## src/rtl/pid_velocity_feedforward_assert.svh

```systemverilog
// Assertion macros shared by the speed controller RTL.
// Included by pvff_ctrl and pvff_dp; no other dependencies.
`ifndef PID_VELOCITY_FEEDFORWARD_ASSERT_SVH
`define PID_VELOCITY_FEEDFORWARD_ASSERT_SVH
`ifndef SYNTHESIS
// Check a condition in the same cycle as its trigger
`define PVFF_ASSERT_SAME(label, clk, rst_n, ante, cons, msg) \
    label: assert property (@(posedge clk) disable iff (!rst_n) (ante) |-> (cons)) \
        else $error(msg);
// Check a condition in the cycle after its trigger
`define PVFF_ASSERT_NEXT(label, clk, rst_n, ante, cons, msg) \
    label: assert property (@(posedge clk) disable iff (!rst_n) (ante) |=> (cons)) \
        else $error(msg);
`else
`define PVFF_ASSERT_SAME(label, clk, rst_n, ante, cons, msg)
`define PVFF_ASSERT_NEXT(label, clk, rst_n, ante, cons, msg)
`endif
`endif

```

## src/rtl/pvff_pkg.sv

```systemverilog
// Shared constants, widths, command and status types of the speed controller.
// No dependencies; compiled first.
package pvff_pkg;

    // Controller constants
    localparam int MAX_DRIVE      = 255;
    localparam int SLOPE_DENOM    = 100;
    localparam int OUTPUT_DIVISOR = 50;
    localparam int PCT_DENOM      = 100;
    localparam int FF_DIVISOR     = SLOPE_DENOM * PCT_DENOM;

    // Field widths
    localparam int COUNT_W    = 32;
    localparam int TGT_W      = 16;
    localparam int PWM_W      = 9;
    localparam int GAIN_W     = 8;
    localparam int FFC_W      = 10;
    localparam int PCT_W      = 8;
    localparam int CFG_IDX_W  = 4;
    localparam int CFG_DATA_W = 10;

    // Datapath widths
    localparam int ERR_W      = COUNT_W + 1;
    localparam int MUL_A_W    = ERR_W + 1;
    localparam int MUL_B_W    = FFC_W;
    localparam int PROD_W     = MUL_A_W + MUL_B_W + 1;
    localparam int SUM_W      = PROD_W + 1;
    localparam int ACC_W      = SUM_W;
    localparam int FF_W       = 32;
    localparam int DRIVE_W    = FF_W + 1;
    localparam int SD_W       = $clog2(SLOPE_DENOM + 1);
    localparam int DB_BASE_W  = FFC_W + SD_W;

    // Divider: four quotient bits per cycle
    localparam int DIV_DIGIT  = 4;
    localparam int DIVIDEND_W = 44;
    localparam int DIV_STEPS  = DIVIDEND_W / DIV_DIGIT;
    localparam int DIV_CNT_W  = $clog2(DIV_STEPS);
    localparam int DIV_MAX    = (FF_DIVISOR > OUTPUT_DIVISOR) ? FF_DIVISOR : OUTPUT_DIVISOR;
    localparam int DIV_W      = $clog2(DIV_MAX + 1);

    // Register reset values
    localparam logic [GAIN_W-1:0] PROP_GAIN_RST    = GAIN_W'(70);
    localparam logic [GAIN_W-1:0] INTEG_GAIN_RST   = GAIN_W'(0);
    localparam logic [GAIN_W-1:0] DERIV_GAIN_RST   = GAIN_W'(110);
    localparam logic [FFC_W-1:0]  DEADBAND_FWD_RST = FFC_W'(157);
    localparam logic [FFC_W-1:0]  SLOPE_FWD_RST    = FFC_W'(178);
    localparam logic [FFC_W-1:0]  DEADBAND_REV_RST = FFC_W'(142);
    localparam logic [FFC_W-1:0]  SLOPE_REV_RST    = FFC_W'(190);
    localparam logic [PCT_W-1:0]  FF_SCALE_RST     = PCT_W'(100);

    typedef enum logic [CFG_IDX_W-1:0] {
        CFG_PROP_GAIN    = 4'd0,
        CFG_INTEG_GAIN   = 4'd1,
        CFG_DERIV_GAIN   = 4'd2,
        CFG_DEADBAND_FWD = 4'd3,
        CFG_SLOPE_FWD    = 4'd4,
        CFG_DEADBAND_REV = 4'd5,
        CFG_SLOPE_REV    = 4'd6,
        CFG_FF_SCALE_PCT = 4'd7
    } t_cfg_idx;

    typedef enum logic [2:0] {
        MUL_SLOPE_MAG = 3'd0,
        MUL_SUM_PCT   = 3'd1,
        MUL_KP_ERR    = 3'd2,
        MUL_KD_DMEAS  = 3'd3,
        MUL_KI_ERR    = 3'd4
    } t_mul_sel;

    typedef enum logic [2:0] {
        SUM_HOLD      = 3'd0,
        SUM_FF_BASE   = 3'd1,
        SUM_LOAD_PROD = 3'd2,
        SUM_SUB_PROD  = 3'd3,
        SUM_ADD_INTEG = 3'd4
    } t_sum_op;

    typedef enum logic {
        DIV_SRC_FF  = 1'b0,
        DIV_SRC_PID = 1'b1
    } t_div_src;

    typedef struct packed {
        logic     capture;
        logic     resync;
        logic     meas;
        logic     diff;
        logic     mul_en;
        t_mul_sel mul_sel;
        t_sum_op  sum_op;
        logic     div_start;
        t_div_src div_src;
        logic     ff_load;
        logic     acc_load;
        logic     clamp;
        logic     fin;
        logic     integ;
        logic     out_load;
    } t_cmd;

    typedef struct packed {
        logic div_busy;
        logic div_done;
    } t_status;

endpackage

```

## src/rtl/pvff_if.sv

```systemverilog
// Valid/ready channel interfaces: request input, result output, register writes.
// Depends on pvff_pkg for field widths.
interface pvff_in_if;
    logic                                valid;
    logic                                ready;
    logic                                mode;
    logic [pvff_pkg::COUNT_W-1:0]        encoder_count;
    logic signed [pvff_pkg::TGT_W-1:0]   target_ticks;

    modport source (output valid, output mode, output encoder_count, output target_ticks,
                    input ready);
    modport sink (input valid, input mode, input encoder_count, input target_ticks,
                  output ready);
endinterface

interface pvff_out_if;
    logic                                valid;
    logic                                ready;
    logic signed [pvff_pkg::PWM_W-1:0]   pwm_out;
    logic signed [pvff_pkg::COUNT_W-1:0] measured_ticks;
    logic                                saturated;

    modport source (output valid, output pwm_out, output measured_ticks, output saturated,
                    input ready);
    modport sink (input valid, input pwm_out, input measured_ticks, input saturated,
                  output ready);
endinterface

interface pvff_cfg_if;
    logic                                valid;
    logic                                ready;
    logic [pvff_pkg::CFG_IDX_W-1:0]      addr;
    logic [pvff_pkg::CFG_DATA_W-1:0]     data;

    modport source (output valid, output addr, output data, input ready);
    modport sink (input valid, input addr, input data, output ready);
endinterface

```

## src/rtl/pvff_div.sv

```systemverilog
// Unsigned restoring divider, four quotient bits per cycle, divisor latched at start.
// Depends on pvff_pkg for widths.
module pvff_div (
    input  logic                               i_clk,
    input  logic                               i_rst_n,
    input  logic                               i_start,
    input  logic [pvff_pkg::DIVIDEND_W-1:0]    i_dividend,
    input  logic [pvff_pkg::DIV_W-1:0]         i_divisor,
    output logic [pvff_pkg::DIVIDEND_W-1:0]    o_quotient,
    output logic                               o_busy,
    output logic                               o_done
);
    import pvff_pkg::*;

    logic [DIVIDEND_W-1:0] r_q;
    logic [DIV_W-1:0]      r_rem;
    logic [DIV_W-1:0]      r_divisor;
    logic [DIV_CNT_W-1:0]  r_cnt;
    logic                  r_busy;
    logic                  r_done;
    logic [DIVIDEND_W-1:0] n_q;
    logic [DIV_W-1:0]      n_rem;
    logic [DIV_W:0]        w_trial;

    // Four shift-compare-subtract steps per cycle
    always_comb begin
        n_q   = r_q;
        n_rem = r_rem;
        w_trial = '0;
        for (int k = 0; k < DIV_DIGIT; k++) begin
            w_trial = {n_rem, n_q[DIVIDEND_W-1]};
            n_q     = {n_q[DIVIDEND_W-2:0], 1'b0};
            if (w_trial >= {1'b0, r_divisor}) begin
                w_trial = w_trial - {1'b0, r_divisor};
                n_q[0]  = 1'b1;
            end
            n_rem = w_trial[DIV_W-1:0];
        end
    end

    // Sequence control
    always_ff @(posedge i_clk) begin
        if (!i_rst_n) begin
            r_busy <= 1'b0;
            r_done <= 1'b0;
            r_cnt  <= '0;
        end else begin
            r_done <= 1'b0;
            if (i_start) begin
                r_busy <= 1'b1;
                r_cnt  <= '0;
            end else if (r_busy) begin
                r_cnt <= r_cnt + 1'b1;
                if (r_cnt == DIV_CNT_W'(DIV_STEPS - 1)) begin
                    r_busy <= 1'b0;
                    r_done <= 1'b1;
                end
            end
        end
    end

    // Operand and partial result registers
    always_ff @(posedge i_clk) begin
        if (i_start) begin
            r_q       <= i_dividend;
            r_rem     <= '0;
            r_divisor <= i_divisor;
        end else if (r_busy) begin
            r_q   <= n_q;
            r_rem <= n_rem;
        end
    end

    assign o_quotient = r_q;
    assign o_busy     = r_busy;
    assign o_done     = r_done;

endmodule

```

## src/rtl/pvff_ctrl.sv

```systemverilog
// Sequencer of the speed controller: steps the datapath through one request.
// Depends on pvff_pkg and the assertion macro header.
`include "pid_velocity_feedforward_assert.svh"
module pvff_ctrl (
    input  logic              i_clk,
    input  logic              i_rst_n,
    input  logic              i_in_valid,
    input  logic              i_in_mode,
    output logic              o_in_ready,
    output logic              o_out_valid,
    input  logic              i_out_ready,
    input  pvff_pkg::t_status i_status,
    output pvff_pkg::t_cmd    o_cmd
);
    import pvff_pkg::*;

    typedef enum logic [4:0] {
        S_IDLE,
        S_RESYNC,
        S_MEAS,
        S_MUL_FF1,
        S_FF_BASE,
        S_MUL_FF2,
        S_FF_GO,
        S_FF_WAIT,
        S_PID_D,
        S_PID_SUB,
        S_PID_I,
        S_PID_GO,
        S_PID_WAIT,
        S_CLAMP,
        S_FIN,
        S_INTEG,
        S_DONE
    } t_state;

    t_state r_state;
    t_state n_state;
    logic   r_out_valid;

    assign o_in_ready  = (r_state == S_IDLE);
    assign o_out_valid = r_out_valid;

    // Decode commands and next state
    always_comb begin
        o_cmd   = '0;
        n_state = r_state;
        case (r_state)
            S_IDLE: begin
                if (i_in_valid) begin
                    o_cmd.capture = 1'b1;
                    n_state = i_in_mode ? S_RESYNC : S_MEAS;
                end
            end
            S_RESYNC: begin
                o_cmd.resync = 1'b1;
                n_state = S_DONE;
            end
            S_MEAS: begin
                o_cmd.meas = 1'b1;
                n_state = S_MUL_FF1;
            end
            S_MUL_FF1: begin
                o_cmd.diff    = 1'b1;
                o_cmd.mul_en  = 1'b1;
                o_cmd.mul_sel = MUL_SLOPE_MAG;
                n_state = S_FF_BASE;
            end
            S_FF_BASE: begin
                o_cmd.sum_op = SUM_FF_BASE;
                n_state = S_MUL_FF2;
            end
            S_MUL_FF2: begin
                o_cmd.mul_en  = 1'b1;
                o_cmd.mul_sel = MUL_SUM_PCT;
                n_state = S_FF_GO;
            end
            S_FF_GO: begin
                o_cmd.div_start = 1'b1;
                o_cmd.div_src   = DIV_SRC_FF;
                n_state = S_FF_WAIT;
            end
            S_FF_WAIT: begin
                if (i_status.div_done) begin
                    o_cmd.ff_load = 1'b1;
                    o_cmd.mul_en  = 1'b1;
                    o_cmd.mul_sel = MUL_KP_ERR;
                    n_state = S_PID_D;
                end
            end
            S_PID_D: begin
                o_cmd.sum_op  = SUM_LOAD_PROD;
                o_cmd.mul_en  = 1'b1;
                o_cmd.mul_sel = MUL_KD_DMEAS;
                n_state = S_PID_SUB;
            end
            S_PID_SUB: begin
                o_cmd.sum_op  = SUM_SUB_PROD;
                o_cmd.mul_en  = 1'b1;
                o_cmd.mul_sel = MUL_KI_ERR;
                n_state = S_PID_I;
            end
            S_PID_I: begin
                o_cmd.sum_op = SUM_ADD_INTEG;
                n_state = S_PID_GO;
            end
            S_PID_GO: begin
                o_cmd.div_start = 1'b1;
                o_cmd.div_src   = DIV_SRC_PID;
                n_state = S_PID_WAIT;
            end
            S_PID_WAIT: begin
                if (i_status.div_done) begin
                    o_cmd.acc_load = 1'b1;
                    n_state = S_CLAMP;
                end
            end
            S_CLAMP: begin
                o_cmd.clamp = 1'b1;
                n_state = S_FIN;
            end
            S_FIN: begin
                o_cmd.fin = 1'b1;
                n_state = S_INTEG;
            end
            S_INTEG: begin
                o_cmd.integ = 1'b1;
                n_state = S_DONE;
            end
            S_DONE: begin
                // Hand over once the result register is free
                if (!r_out_valid || i_out_ready) begin
                    o_cmd.out_load = 1'b1;
                    n_state = S_IDLE;
                end
            end
            default: begin
                n_state = S_IDLE;
            end
        endcase
    end

    // Hold state and result valid flag
    always_ff @(posedge i_clk) begin
        if (!i_rst_n) begin
            r_state     <= S_IDLE;
            r_out_valid <= 1'b0;
        end else begin
            r_state <= n_state;
            if (o_cmd.out_load) begin
                r_out_valid <= 1'b1;
            end else if (i_out_ready) begin
                r_out_valid <= 1'b0;
            end
        end
    end

    `PVFF_ASSERT_SAME(a_idle_div_quiet, i_clk, i_rst_n, o_in_ready, !i_status.div_busy, "request taken while divider busy")
    `PVFF_ASSERT_SAME(a_done_in_wait, i_clk, i_rst_n, i_status.div_done, (r_state == S_FF_WAIT) || (r_state == S_PID_WAIT), "divider finished outside a wait state")
    `PVFF_ASSERT_NEXT(a_load_sets_valid, i_clk, i_rst_n, o_cmd.out_load, r_out_valid, "loaded result not flagged valid")

endmodule

```

## src/rtl/pvff_dp.sv

```systemverilog
// Datapath of the speed controller: registers, shared multiplier, accumulator, divider.
// Depends on pvff_pkg, pvff_div and the assertion macro header.
`include "pid_velocity_feedforward_assert.svh"
module pvff_dp (
    input  logic                                i_clk,
    input  logic                                i_rst_n,
    input  pvff_pkg::t_cmd                      i_cmd,
    output pvff_pkg::t_status                   o_status,
    input  logic [pvff_pkg::COUNT_W-1:0]        i_encoder_count,
    input  logic signed [pvff_pkg::TGT_W-1:0]   i_target_ticks,
    input  logic                                i_cfg_we,
    input  logic [pvff_pkg::CFG_IDX_W-1:0]      i_cfg_addr,
    input  logic [pvff_pkg::CFG_DATA_W-1:0]     i_cfg_data,
    output logic signed [pvff_pkg::PWM_W-1:0]   o_pwm_out,
    output logic signed [pvff_pkg::COUNT_W-1:0] o_measured_ticks,
    output logic                                o_saturated
);
    import pvff_pkg::*;

    localparam logic signed [DRIVE_W-1:0] MAX_S      = DRIVE_W'(MAX_DRIVE);
    localparam logic signed [ACC_W-1:0]   MAX_A      = ACC_W'(MAX_DRIVE);
    localparam logic signed [ACC_W-1:0]   INTEG_MAX  = ACC_W'(2147483647);
    localparam logic signed [ACC_W-1:0]   INTEG_MIN  = ~INTEG_MAX;
    localparam logic [SD_W-1:0]           SD_C       = SD_W'(SLOPE_DENOM);

    // Configuration registers
    logic [GAIN_W-1:0] r_kp, r_ki, r_kd;
    logic [FFC_W-1:0]  r_db_fwd, r_slope_fwd, r_db_rev, r_slope_rev;
    logic [PCT_W-1:0]  r_pct;

    // Persistent controller state
    logic [COUNT_W-1:0]        r_prev_count;
    logic signed [COUNT_W-1:0] r_prev_speed;
    logic signed [COUNT_W-1:0] r_pi;
    logic signed [COUNT_W-1:0] r_integ;

    // Per-request working registers
    logic [COUNT_W-1:0]        r_count;
    logic signed [TGT_W-1:0]   r_tgt;
    logic signed [COUNT_W-1:0] r_meas;
    logic signed [ERR_W-1:0]   r_err;
    logic signed [ERR_W-1:0]   r_dmeas;
    logic [TGT_W-1:0]          r_mag;
    logic [FFC_W-1:0]          r_db;
    logic [FFC_W-1:0]          r_slope;
    logic signed [PROD_W-1:0]  r_prod;
    logic signed [SUM_W-1:0]   r_sum;
    logic signed [FF_W-1:0]    r_ff;
    logic signed [ACC_W-1:0]   r_acc;
    logic signed [ACC_W-1:0]   r_hi;
    logic signed [ACC_W-1:0]   r_lo;
    logic signed [DRIVE_W-1:0] r_drive;
    logic                      r_sat;

    // Result register
    logic signed [PWM_W-1:0]   r_out_pwm;
    logic signed [COUNT_W-1:0] r_out_meas;
    logic                      r_out_sat;

    logic signed [MUL_A_W-1:0]  w_mul_a;
    logic [MUL_B_W-1:0]         w_mul_b;
    logic signed [PROD_W-1:0]   w_prod;
    logic [DB_BASE_W-1:0]       w_db_base;
    logic signed [SUM_W-1:0]    n_sum;
    logic signed [SUM_W-1:0]    w_sum_mag;
    logic [DIVIDEND_W-1:0]      w_dividend;
    logic [DIV_W-1:0]           w_divisor;
    logic [DIVIDEND_W-1:0]      w_quot;
    logic signed [ACC_W-1:0]    w_q_mag;
    logic signed [ACC_W-1:0]    w_q_signed;
    logic signed [DRIVE_W-1:0]  w_drive;
    logic signed [ACC_W-1:0]    w_integ_sum;
    logic                       w_div_busy;
    logic                       w_div_done;
    logic                       w_tgt_pos;

    assign w_tgt_pos = !r_tgt[TGT_W-1] && (r_tgt != '0);

    // Shared multiplier operand select
    always_comb begin
        case (i_cmd.mul_sel)
            MUL_SLOPE_MAG: begin
                w_mul_a = MUL_A_W'(r_mag);
                w_mul_b = r_slope;
            end
            MUL_SUM_PCT: begin
                w_mul_a = MUL_A_W'(r_sum);
                w_mul_b = MUL_B_W'(r_pct);
            end
            MUL_KP_ERR: begin
                w_mul_a = MUL_A_W'(r_err);
                w_mul_b = MUL_B_W'(r_kp);
            end
            MUL_KD_DMEAS: begin
                w_mul_a = MUL_A_W'(r_dmeas);
                w_mul_b = MUL_B_W'(r_kd);
            end
            MUL_KI_ERR: begin
                w_mul_a = MUL_A_W'(r_err);
                w_mul_b = MUL_B_W'(r_ki);
            end
            default: begin
                w_mul_a = '0;
                w_mul_b = '0;
            end
        endcase
    end

    assign w_prod    = w_mul_a * $signed({1'b0, w_mul_b});
    assign w_db_base = DB_BASE_W'(r_db) * DB_BASE_W'(SD_C);

    // Accumulator next value
    always_comb begin
        case (i_cmd.sum_op)
            SUM_HOLD:      n_sum = r_sum;
            SUM_FF_BASE:   n_sum = SUM_W'(r_prod) + $signed(SUM_W'(w_db_base));
            SUM_LOAD_PROD: n_sum = SUM_W'(r_prod);
            SUM_SUB_PROD:  n_sum = r_sum - SUM_W'(r_prod);
            SUM_ADD_INTEG: n_sum = r_sum + SUM_W'(r_integ);
            default:       n_sum = r_sum;
        endcase
    end

    // Divider operand select: magnitudes only, sign applied afterwards
    assign w_sum_mag  = r_sum[SUM_W-1] ? -r_sum : r_sum;
    assign w_dividend = (i_cmd.div_src == DIV_SRC_FF) ? DIVIDEND_W'(r_prod)
                                                      : DIVIDEND_W'(w_sum_mag);
    assign w_divisor  = (i_cmd.div_src == DIV_SRC_FF) ? DIV_W'(FF_DIVISOR)
                                                      : DIV_W'(OUTPUT_DIVISOR);

    pvff_div u_div (
        .i_clk      (i_clk),
        .i_rst_n    (i_rst_n),
        .i_start    (i_cmd.div_start),
        .i_dividend (w_dividend),
        .i_divisor  (w_divisor),
        .o_quotient (w_quot),
        .o_busy     (w_div_busy),
        .o_done     (w_div_done)
    );

    assign o_status.div_busy = w_div_busy;
    assign o_status.div_done = w_div_done;

    // Truncating division: apply the dividend sign to the quotient magnitude
    assign w_q_mag     = $signed(ACC_W'(w_quot));
    assign w_q_signed  = r_sum[SUM_W-1] ? -w_q_mag : w_q_mag;
    assign w_drive     = DRIVE_W'(r_ff) + DRIVE_W'(r_acc);
    assign w_integ_sum = ACC_W'(r_integ) + ACC_W'(r_prod);

    // Configuration and persistent state
    always_ff @(posedge i_clk) begin
        if (!i_rst_n) begin
            r_kp         <= PROP_GAIN_RST;
            r_ki         <= INTEG_GAIN_RST;
            r_kd         <= DERIV_GAIN_RST;
            r_db_fwd     <= DEADBAND_FWD_RST;
            r_slope_fwd  <= SLOPE_FWD_RST;
            r_db_rev     <= DEADBAND_REV_RST;
            r_slope_rev  <= SLOPE_REV_RST;
            r_pct        <= FF_SCALE_RST;
            r_prev_count <= '0;
            r_prev_speed <= '0;
            r_pi         <= '0;
            r_integ      <= '0;
        end else begin
            if (i_cfg_we) begin
                case (t_cfg_idx'(i_cfg_addr))
                    CFG_PROP_GAIN:    r_kp        <= i_cfg_data[GAIN_W-1:0];
                    CFG_INTEG_GAIN:   r_ki        <= i_cfg_data[GAIN_W-1:0];
                    CFG_DERIV_GAIN:   r_kd        <= i_cfg_data[GAIN_W-1:0];
                    CFG_DEADBAND_FWD: r_db_fwd    <= i_cfg_data[FFC_W-1:0];
                    CFG_SLOPE_FWD:    r_slope_fwd <= i_cfg_data[FFC_W-1:0];
                    CFG_DEADBAND_REV: r_db_rev    <= i_cfg_data[FFC_W-1:0];
                    CFG_SLOPE_REV:    r_slope_rev <= i_cfg_data[FFC_W-1:0];
                    CFG_FF_SCALE_PCT: r_pct       <= i_cfg_data[PCT_W-1:0];
                    default: ;
                endcase
            end
            // Reset mode: resync the count, clear the loop state
            if (i_cmd.resync) begin
                r_prev_count <= r_count;
                r_prev_speed <= '0;
                r_pi         <= '0;
                r_integ      <= '0;
            end
            if (i_cmd.fin) begin
                r_pi         <= $signed(r_acc[COUNT_W-1:0]);
                r_prev_count <= r_count;
                r_prev_speed <= r_meas;
            end
            // Integral grows only while the drive is off the limit
            if (i_cmd.integ && !r_sat) begin
                if (w_integ_sum > INTEG_MAX) begin
                    r_integ <= INTEG_MAX[COUNT_W-1:0];
                end else if (w_integ_sum < INTEG_MIN) begin
                    r_integ <= INTEG_MIN[COUNT_W-1:0];
                end else begin
                    r_integ <= w_integ_sum[COUNT_W-1:0];
                end
            end
        end
    end

    // Working registers
    always_ff @(posedge i_clk) begin
        if (i_cmd.capture) begin
            r_count <= i_encoder_count;
            r_tgt   <= i_target_ticks;
        end
        if (i_cmd.resync) begin
            r_meas  <= '0;
            r_drive <= '0;
            r_sat   <= 1'b0;
        end
        if (i_cmd.meas) begin
            r_meas  <= $signed(r_count - r_prev_count);
            r_mag   <= r_tgt[TGT_W-1] ? TGT_W'(-r_tgt) : TGT_W'(r_tgt);
            r_db    <= w_tgt_pos ? r_db_fwd : r_db_rev;
            r_slope <= w_tgt_pos ? r_slope_fwd : r_slope_rev;
        end
        if (i_cmd.diff) begin
            r_err   <= ERR_W'(r_tgt) - ERR_W'(r_meas);
            r_dmeas <= ERR_W'(r_meas) - ERR_W'(r_prev_speed);
        end
        if (i_cmd.mul_en) begin
            r_prod <= w_prod;
        end
        r_sum <= n_sum;
        // Feedforward is zero for a zero target, signed like the target otherwise
        if (i_cmd.ff_load) begin
            if (r_tgt == '0) begin
                r_ff <= '0;
            end else if (r_tgt[TGT_W-1]) begin
                r_ff <= -$signed(FF_W'(w_quot));
            end else begin
                r_ff <= $signed(FF_W'(w_quot));
            end
        end
        if (i_cmd.acc_load) begin
            r_acc <= w_q_signed + ACC_W'(r_pi);
            r_hi  <= MAX_A - ACC_W'(r_ff);
            r_lo  <= -MAX_A - ACC_W'(r_ff);
        end
        // Clamp the accumulator to the headroom left after the feedforward
        if (i_cmd.clamp) begin
            if (r_acc > r_hi) begin
                r_acc <= r_hi;
            end else if (r_acc < r_lo) begin
                r_acc <= r_lo;
            end
        end
        if (i_cmd.fin) begin
            if (w_drive >= MAX_S) begin
                r_drive <= MAX_S;
                r_sat   <= 1'b1;
            end else if (w_drive <= -MAX_S) begin
                r_drive <= -MAX_S;
                r_sat   <= 1'b1;
            end else begin
                r_drive <= w_drive;
                r_sat   <= 1'b0;
            end
        end
        if (i_cmd.out_load) begin
            r_out_pwm  <= r_drive[PWM_W-1:0];
            r_out_meas <= r_meas;
            r_out_sat  <= r_sat;
        end
    end

    assign o_pwm_out        = r_out_pwm;
    assign o_measured_ticks = r_out_meas;
    assign o_saturated      = r_out_sat;

    `PVFF_ASSERT_NEXT(a_drive_in_range, i_clk, i_rst_n, i_cmd.fin, (r_drive <= MAX_S) && (r_drive >= -MAX_S), "drive outside the limit")
    `PVFF_ASSERT_NEXT(a_sat_at_limit, i_clk, i_rst_n, i_cmd.fin, r_sat == ((r_drive == MAX_S) || (r_drive == -MAX_S)), "saturation flag disagrees with drive")

endmodule

```

## src/rtl/pid_velocity_feedforward.sv

```systemverilog
// Velocity-form PID speed controller with direction-dependent feedforward.
// The feedforward and PID quotients of a control request each pass through
// the one shared divider, which produces four quotient bits per cycle, and
// the remaining steps run one multiply or add per cycle on a single shared
// multiplier. A finished result sits in an output register, so the next
// request is taken while it waits. Register writes are taken at any time
// and must only be issued idle.
// Depends on pvff_pkg, pvff_if, pvff_ctrl and pvff_dp.
module pid_velocity_feedforward (
    input  logic       i_clk,
    input  logic       i_rst_n,
    pvff_in_if.sink    i_in,
    pvff_out_if.source o_out,
    pvff_cfg_if.sink   i_cfg
);
    import pvff_pkg::*;

    t_cmd    w_cmd;
    t_status w_status;
    logic    w_in_ready;
    logic    w_out_valid;

    // Register writes are always taken; the write channel never stalls
    assign i_cfg.ready = 1'b1;
    assign i_in.ready  = w_in_ready;
    assign o_out.valid = w_out_valid;

    pvff_ctrl u_ctrl (
        .i_clk       (i_clk),
        .i_rst_n     (i_rst_n),
        .i_in_valid  (i_in.valid),
        .i_in_mode   (i_in.mode),
        .o_in_ready  (w_in_ready),
        .o_out_valid (w_out_valid),
        .i_out_ready (o_out.ready),
        .i_status    (w_status),
        .o_cmd       (w_cmd)
    );

    pvff_dp u_dp (
        .i_clk            (i_clk),
        .i_rst_n          (i_rst_n),
        .i_cmd            (w_cmd),
        .o_status         (w_status),
        .i_encoder_count  (i_in.encoder_count),
        .i_target_ticks   (i_in.target_ticks),
        .i_cfg_we         (i_cfg.valid),
        .i_cfg_addr       (i_cfg.addr),
        .i_cfg_data       (i_cfg.data),
        .o_pwm_out        (o_out.pwm_out),
        .o_measured_ticks (o_out.measured_ticks),
        .o_saturated      (o_out.saturated)
    );

endmodule

```

## src/flat_wrapper.sv

```systemverilog
// flat-port wrapper written by rule: the top's interface ports become plain ports
module pid_velocity_feedforward_flat import pvff_pkg::*;
  (i_clk, i_rst_n, i_in_valid, i_in_mode, i_in_encoder_count, i_in_target_ticks, i_in_ready, o_out_valid, o_out_pwm_out, o_out_measured_ticks, o_out_saturated, o_out_ready, i_cfg_valid, i_cfg_addr, i_cfg_data, i_cfg_ready);
  pvff_in_if i_in_i ();
  pvff_out_if o_out_i ();
  pvff_cfg_if i_cfg_i ();
  input  logic i_clk;
  input  logic i_rst_n;
  input wire logic [$bits(i_in_i.valid)-1:0] i_in_valid;
  input wire logic [$bits(i_in_i.mode)-1:0] i_in_mode;
  input wire logic [$bits(i_in_i.encoder_count)-1:0] i_in_encoder_count;
  input wire logic [$bits(i_in_i.target_ticks)-1:0] i_in_target_ticks;
  output wire logic [$bits(i_in_i.ready)-1:0] i_in_ready;
  output wire logic [$bits(o_out_i.valid)-1:0] o_out_valid;
  output wire logic [$bits(o_out_i.pwm_out)-1:0] o_out_pwm_out;
  output wire logic [$bits(o_out_i.measured_ticks)-1:0] o_out_measured_ticks;
  output wire logic [$bits(o_out_i.saturated)-1:0] o_out_saturated;
  input wire logic [$bits(o_out_i.ready)-1:0] o_out_ready;
  input wire logic [$bits(i_cfg_i.valid)-1:0] i_cfg_valid;
  input wire logic [$bits(i_cfg_i.addr)-1:0] i_cfg_addr;
  input wire logic [$bits(i_cfg_i.data)-1:0] i_cfg_data;
  output wire logic [$bits(i_cfg_i.ready)-1:0] i_cfg_ready;
  assign i_in_i.valid = i_in_valid;
  assign i_in_i.mode = i_in_mode;
  assign i_in_i.encoder_count = i_in_encoder_count;
  assign i_in_i.target_ticks = i_in_target_ticks;
  assign i_in_ready = i_in_i.ready;
  assign o_out_valid = o_out_i.valid;
  assign o_out_pwm_out = o_out_i.pwm_out;
  assign o_out_measured_ticks = o_out_i.measured_ticks;
  assign o_out_saturated = o_out_i.saturated;
  assign o_out_i.ready = o_out_ready;
  assign i_cfg_i.valid = i_cfg_valid;
  assign i_cfg_i.addr = i_cfg_addr;
  assign i_cfg_i.data = i_cfg_data;
  assign i_cfg_ready = i_cfg_i.ready;
  pid_velocity_feedforward u_core (.i_clk(i_clk), .i_rst_n(i_rst_n), .i_in(i_in_i), .o_out(o_out_i), .i_cfg(i_cfg_i));
endmodule
```

## config.mk

```make
export PLATFORM = sky130hd
export DESIGN_NAME = pid_velocity_feedforward_flat
export DESIGN_NICKNAME = d
export VERILOG_FILES = /design/src/rtl/pvff_pkg.sv /design/src/rtl/pvff_if.sv /design/src/rtl/pvff_div.sv /design/src/rtl/pvff_ctrl.sv /design/src/rtl/pvff_dp.sv /design/src/rtl/pid_velocity_feedforward.sv /design/src/flat_wrapper.sv
export VERILOG_INCLUDE_DIRS = /design/src /design/src/rtl
export SDC_FILE = /design/constraint.sdc
export NUM_CORES = 2
export LEC_CHECK = 0
export BUFFER_PORTS_ARGS = -buffer_cell sky130_fd_sc_hd__buf_2
export CORE_ASPECT_RATIO = 0.5
export CORE_MARGIN = 10
export CORE_UTILIZATION = 29
export DETAILED_ROUTE_END_ITERATION = 12
export PLACE_DENSITY_LB_ADDON = 0.12
export SLEW_MARGIN = 30
export SYNTH_ARGS = -nofsm -noshare
export SYNTH_HDL_FRONTEND = slang
export SYNTH_HIERARCHICAL = 1
export SYNTH_SLANG_ARGS = --single-unit
```

## constraint.sdc

```tcl
create_clock -name i_clk -period 19.69 [get_ports i_clk]
set_clock_uncertainty 0.2 [all_clocks]
set_input_delay 1.969 -clock i_clk [delete_from_list [all_inputs] [get_ports i_clk]]
set_output_delay 1.969 -clock i_clk [all_outputs]
set_load 0.05 [all_outputs]
```

---- After elaboration in Yosys (flattened, before gate mapping) ----
Index checks and enable logic that the tools add are counted.
word-level totals
  input port bits ......................... 68
  bits in latches ......................... 0
  memories ................................ 0
  register bits after elaboration ......... 779
  RAM bits ................................ 0
  memory bits (read-only) ................. 0
  word-level logic and storage cells ...... 211
  output and inout port bits .............. 45
operators by class
  multiplexer cells ....................... 71
  div/mod/pow operators ................... 0
  $lt $le $gt $ge ......................... 10
  $mul .................................... 2
  reduce and logical (&&, ||, !) cells .... 30
  add/subtract/negate cells ............... 20
  eq/ne operators ......................... 36
  bitwise logic cells ..................... 2
  shift-type cells ........................ 0
operator list
  cell                                                                            number
  32-bit 2-to-1 mux                                                               10
  46-bit 2-to-1 mux                                                               5
  46-bit one-hot mux with 4 select lines                                          1
  44-bit 2-to-1 mux                                                               4
  34-bit one-hot mux with 4 select lines                                          1
  46-bit by 32-bit adder with 46-bit output                                       2
  5-bit one-hot mux with 16 select lines                                          1
  14-bit 2-to-1 mux                                                               5
  9-bit by 32-bit subtractor with 33-bit output, first input constant             2
  15-bit by 14-bit >= comparator with 1-bit output                                4
  14-bit subtractor                                                               4
  10-bit one-hot mux with 5 select lines                                          1
  32-bit by 45-bit adder with 46-bit output                                       1
  45-bit by 18-bit adder with 46-bit output                                       1
  46-bit by 32-bit > comparator with 1-bit output, second input constant          1
  46-bit > comparator                                                             1
  46-bit by 32-bit less-than comparator with 1-bit output, second input constant  1
  46-bit less-than comparator                                                     1
  44-bit negator with 46-bit output                                               1
  46-bit by 45-bit subtractor with 46-bit output                                  1
  34-bit by 11-bit multiplier with 45-bit output                                  1
  44-bit negator                                                                  1
  5-bit by 4-bit equality test with 1-bit output, second input constant           8
  9-bit 2-to-1 mux                                                                4
  other kinds (46)                                                                109

---- Depth between registers and ports, before layout ----
  depth in word-level cells ............... 10
  gate-level depth with buffers ........... 51
  depth with buffers taken out ............ 42

---- By module ----
Netlist, hierarchy kept.
by module, submodules not included
  module                    sequential area each (um2)  area an instance (um2)  cells an instance  instances
  pvff_dp                   17596.9                     59638.4                 6717               1
  pvff_div                  2142.1                      6224.7                  613                1
  pvff_ctrl                 120.1                       553.0                   83                 1
  pid_velocity_feedforward  0.0                         11.3                    2                  1

---- Worst setup path before layout ----
OpenSTA, ideal clock, no wires.
  path type ............................... flip-flop to flip-flop
  from .................................... register u_core.u_dp.u_div.r_divisor[1]
  to ...................................... register u_core.u_dp.u_div.r_rem[10]
  data arrival time ....................... 9.964 ns
  required time ........................... 19.352 ns
  buffers on the path ..................... 8
  setup time .............................. 0.138 ns
  cell stages (with the launch flop) ...... 49
  clock period less this slack ............ 10.301 ns
  path slack .............................. 9.389 ns
  path through ............................ edfxtp_1 -> inv_1 -> ha_1 -> nor2b_1 -> o2111ai_1 -> a21oi_1 -> o311ai_1 -> and2_1 -> buf_4 -> buf_2 -> buf_1 -> nor2_1 -> a21oi_1 -> inv_1 -> ha_1 -> nor2b_1 -> o31a_1 -> o21ai_1 -> (+13 left out) -> a21oi_4 -> a21oi_2 -> buf_2 -> mux2_1 -> ha_1 -> o21a_1 -> o21a_1 -> nand3_1 -> a21oi_1 -> a2111oi_0 -> a21oi_1 -> nand4_1 -> and3_1 -> o211a_1 -> buf_6 -> buf_6 -> mux2i_1 -> a211oi_1
between the ends
  word-level cells in the longest chain between the ends .. 8
  elaborated cells between the ends (all ways) .. 12
  those cells by class .................... add/sub: 4; order compare: 4; mux: 4
RTL lines
  item                                                                                   line                            RTL
  start, declared                                                                        pvff_div.sv:17                  logic [DIV_W-1:0] r_divisor;
  start signal, assigned                                                                 pvff_div.sv:67                  r_divisor <= i_divisor;
  14-bit subtractor or 15-bit by 14-bit >= comparator with 1-bit output (tied branches)  pvff_div.sv:34, pvff_div.sv:33
  14-bit 2-to-1 mux                                                                      pvff_div.sv:33                  if (w_trial >= {1'b0, r_divisor}) begin
  14-bit subtractor or 15-bit by 14-bit >= comparator with 1-bit output (tied branches)  pvff_div.sv:34, pvff_div.sv:33
  14-bit 2-to-1 mux                                                                      pvff_div.sv:33
  14-bit subtractor or 15-bit by 14-bit >= comparator with 1-bit output (tied branches)  pvff_div.sv:34, pvff_div.sv:33
  14-bit 2-to-1 mux                                                                      pvff_div.sv:33
  14-bit subtractor or 15-bit by 14-bit >= comparator with 1-bit output (tied branches)  pvff_div.sv:34, pvff_div.sv:33
  14-bit 2-to-1 mux *                                                                    pvff_div.sv:33
  end signal, assigned                                                                   pvff_div.sv:70                  r_rem <= n_rem;
  end, declared                                                                          pvff_div.sv:16                  logic [DIV_W-1:0] r_rem;
Every way passes the cells marked *; elsewhere a longest branch is shown, timed or not.
A chain may end at the register's enable or synchronous reset.

---- Worst setup path after layout ----
  from .................................... register u_core.u_dp.u_div.r_divisor[1]
  to ...................................... register u_core.u_dp.u_div.r_rem[4]
The elaborated chain is that of the path after synthesis.

==> summary.md <==
| Metric | Value |
|---|---|
| H-tree depth | `3` |
| Avg WL per Cell | `21.20 um` |
| Final period utilization | `62.72%` |
| Max stage delay on crit path | `0.79 ns` |
| Average cell area after synthesis | `8.959 um2` |
| DRC viols | `0` |
| Initial DRC Count | `3413` |
| Global placement routability congestion | `0.8458` |
| Status | `completed` |
| HP Start | `u_core/u_dp/r_drive[3]` |
| Via count of the first global-routing pass | `52110` |
| Aggregate negative setup slack | `0 ns` |
| Worst-path maximum fanout | `22` |
| Hold Crit Endpoint | `u_core/u_dp/o_pwm_out[3]` |
| Max_cap viols | `0` |
| Grt ovf | `0` |
| Drt pass-1 iters | `7` |
| Commonest non-fill, non-tap cells in the layout | `733 x nand2_1, 673 x inv_1, 565 x ha_1, 540 x a21oi_1, 521 x nor2_1` |
| Most common cell after layout, fill and taps aside | `nand2_1` |
| Worst R2R Start | `u_core/u_dp/u_div/r_divisor[1]` |
| WP buf/inv | `4` |
| Worst-Skew Late Latency | `0.72 ns` |
| Worst-path clk slew | `0.07 ns` |
| Die area | `249700 um2` |
| Startpoint types | `register` |
| Slew margin rel. | `35.79%` |
| Slew @ Worst Pin | `0.9568 ns` |
| Pwr Density | `114.8 nW/um2` |
| Fmax | `80.98 MHz` |
| Row count | `124` |
| Initial Util | `29.10%` |
| Clk buf depth | `3` |
| Minimum clock period | `12.35 ns` |
| Nets | `8354` |
| Slew Viols, Final | `0` |
| Area Overhead vs Synth | `10.63%` |
| I/O Buffers | `111` |
| Type of the worst min-delay path | `reg2reg` |
| CP Depth | `41` |
| Die Ht | `358.4 um` |
| Setup violators final | `0` |
| Leakage power | `29.72 nW` |
| Worst path required time | `20.04 ns` |
| Hold Path Cell Cnt | `0` |
| Area of the core | `228200 um2` |
| TritonCTS clock tree | `built` |
| Slowest CP cell | `and2_1` |
| Share of cells above drive strength 1 | `7.399%` |
| RSZ-0062 raised after global routing | `no` |
| First-pass GRT wire length | `338300 um` |
| Netlist Area Pre-Place | `66420 um2` |
| Post-CTS Setup Inserts | `0` |
| R2R depth | `41` |
| Fin util | `32.20%` |
| DP Worst Slack | `7.405 ns` |
| CP arrival | `12.69 ns` |
| Reg area | `19860 um2` |
| Post-DRT Antenna Nets | `0` |
| Syn Inst Count | `7414` |
| Hold Worst Slack | `0.2103 ns` |
| Dpl hpwl | `178800 um` |
| Root buf cell | `clkbuf_16` |
| Top cell family by delay on the critical path | `compound AO/OA/AOI/OAI gates` |
| CP Class | `reg2reg` |
| Initial antenna violation count | `21` |
| TritonCTS buffer count | `84` |
| Max IR drop VDD | `0.5048 mV` |
| Synthesis Warnings | `6` |
| Total global routing track utilization | `17.51%` |
| Pin count of the biggest net entering global routing | `85` |
| Endpoint type of the worst setup path | `register` |
| Post-CTS Hold Buffers | `0` |
| Fill count | `23930` |
| # resized after CTS | `0` |
| Reg2reg setup slack | `7.34 ns` |
| DIE WIDTH | `696.8 um` |
| Number of vias per cell | `5.019` |
| Total power draw | `0.008434 W` |
| Reg2reg end | `u_core/u_dp/u_div/r_rem[4]` |
| Final Hold Viols | `0` |
| Multi-input logic area | `43180 um2` |
| CTS sink cnt | `752` |
| Via count | `53090` |
| Final WL | `224200 um` |
| Final WS setup | `7.341 ns` |
| Top Ports | `113` |
==> report_power, final <==
part,internal [W],leakage (nW),switching [W]
Combinational,0.00208,21.7,0.00273
Sequential,0.00180,6.59,0.0000794
Clock,0.000967,1.42,0.000769
==> per-stage QoR <==
step | instance area (um2) | std cells
2_1_floorplan | 66590 | 7459
3_3_place_gp | 70480 | 10420
3_5_place_dp | 70500 | 10420
4_1_cts | 73460 | 10570
5_1_grt | 73480 | 10580
6_report | 73480 | 10580
==> cell type report <==
class / instances / share of cell area, %
Clock buffer: 102 / 3.077
Multi-Input combinational cell: 5722 / 58.77
Antenna cell: 2 / 0.006811
Inverter: 676 / 3.453
Clock inverter: 56 / 0.9485
Sequential cell: 752 / 27.03
Tap cell: 3087 / 5.257
Timing Repair Buffer: 179 / 1.459
==> state kept, by name (all words and copies together), names as in the netlist, 14 cells and up <==
| name | cells |
|---|---|
| u_core/u_dp/r_lo | 32 |
| u_core/u_dp/u_div/r_rem | 14 |
| u_core/u_dp/r_prev_speed | 32 |
| u_core/u_dp/u_div/r_divisor | 14 |
| u_core/u_dp/u_div/o_quotient | 44 |
| u_core/u_dp/r_tgt | 16 |
| u_core/u_dp/r_prev_count | 32 |
| u_core/u_dp/r_pi | 32 |
| u_core/u_dp/r_mag | 16 |
| u_core/u_dp/r_dmeas | 33 |
| u_core/u_dp/r_count | 32 |
| u_core/u_dp/r_prod | 45 |
| u_core/u_dp/r_hi | 33 |
| u_core/u_dp/r_integ | 32 |
| u_core/u_dp/r_sum | 46 |
| u_core/u_dp/o_measured_ticks | 32 |
| u_core/u_dp/r_err | 33 |
| u_core/u_dp/r_ff | 32 |
| u_core/u_dp/r_meas | 32 |
| u_core/u_dp/r_acc | 46 |
==> routing by layer <==
metal | share of wire (%) | GRT usage (%) | routed length (um)
met1 | 50 | 25.72 | 112000
met5 | 0 | 0 | 0
met2 | 44 | 27.82 | 99130
met4 | 1.6 | 2.807 | 3489
met3 | 4.3 | 2.170 | 9594
==> worst max path at each step <==
stage	endpoint	slack [ns]	startpoint
after floorplan	u_core/u_dp/u_div/r_rem[10]	9.39	u_core/u_dp/u_div/r_divisor[1]
after global placement	u_core/u_dp/u_div/r_rem[4]	7.39	u_core/u_dp/u_div/r_divisor[1]
after detailed placement	u_core/u_dp/u_div/r_rem[4]	7.41	u_core/u_dp/u_div/r_divisor[1]
after CTS	u_core/u_dp/u_div/r_rem[4]	7.37	u_core/u_dp/u_div/r_divisor[1]
after global routing	u_core/u_dp/u_div/r_rem[3]	6.62	u_core/u_dp/u_div/r_divisor[1]
final	u_core/u_dp/u_div/r_rem[4]	7.34	u_core/u_dp/u_div/r_divisor[1]
Note: power is estimated with default switching activity, not from simulation.
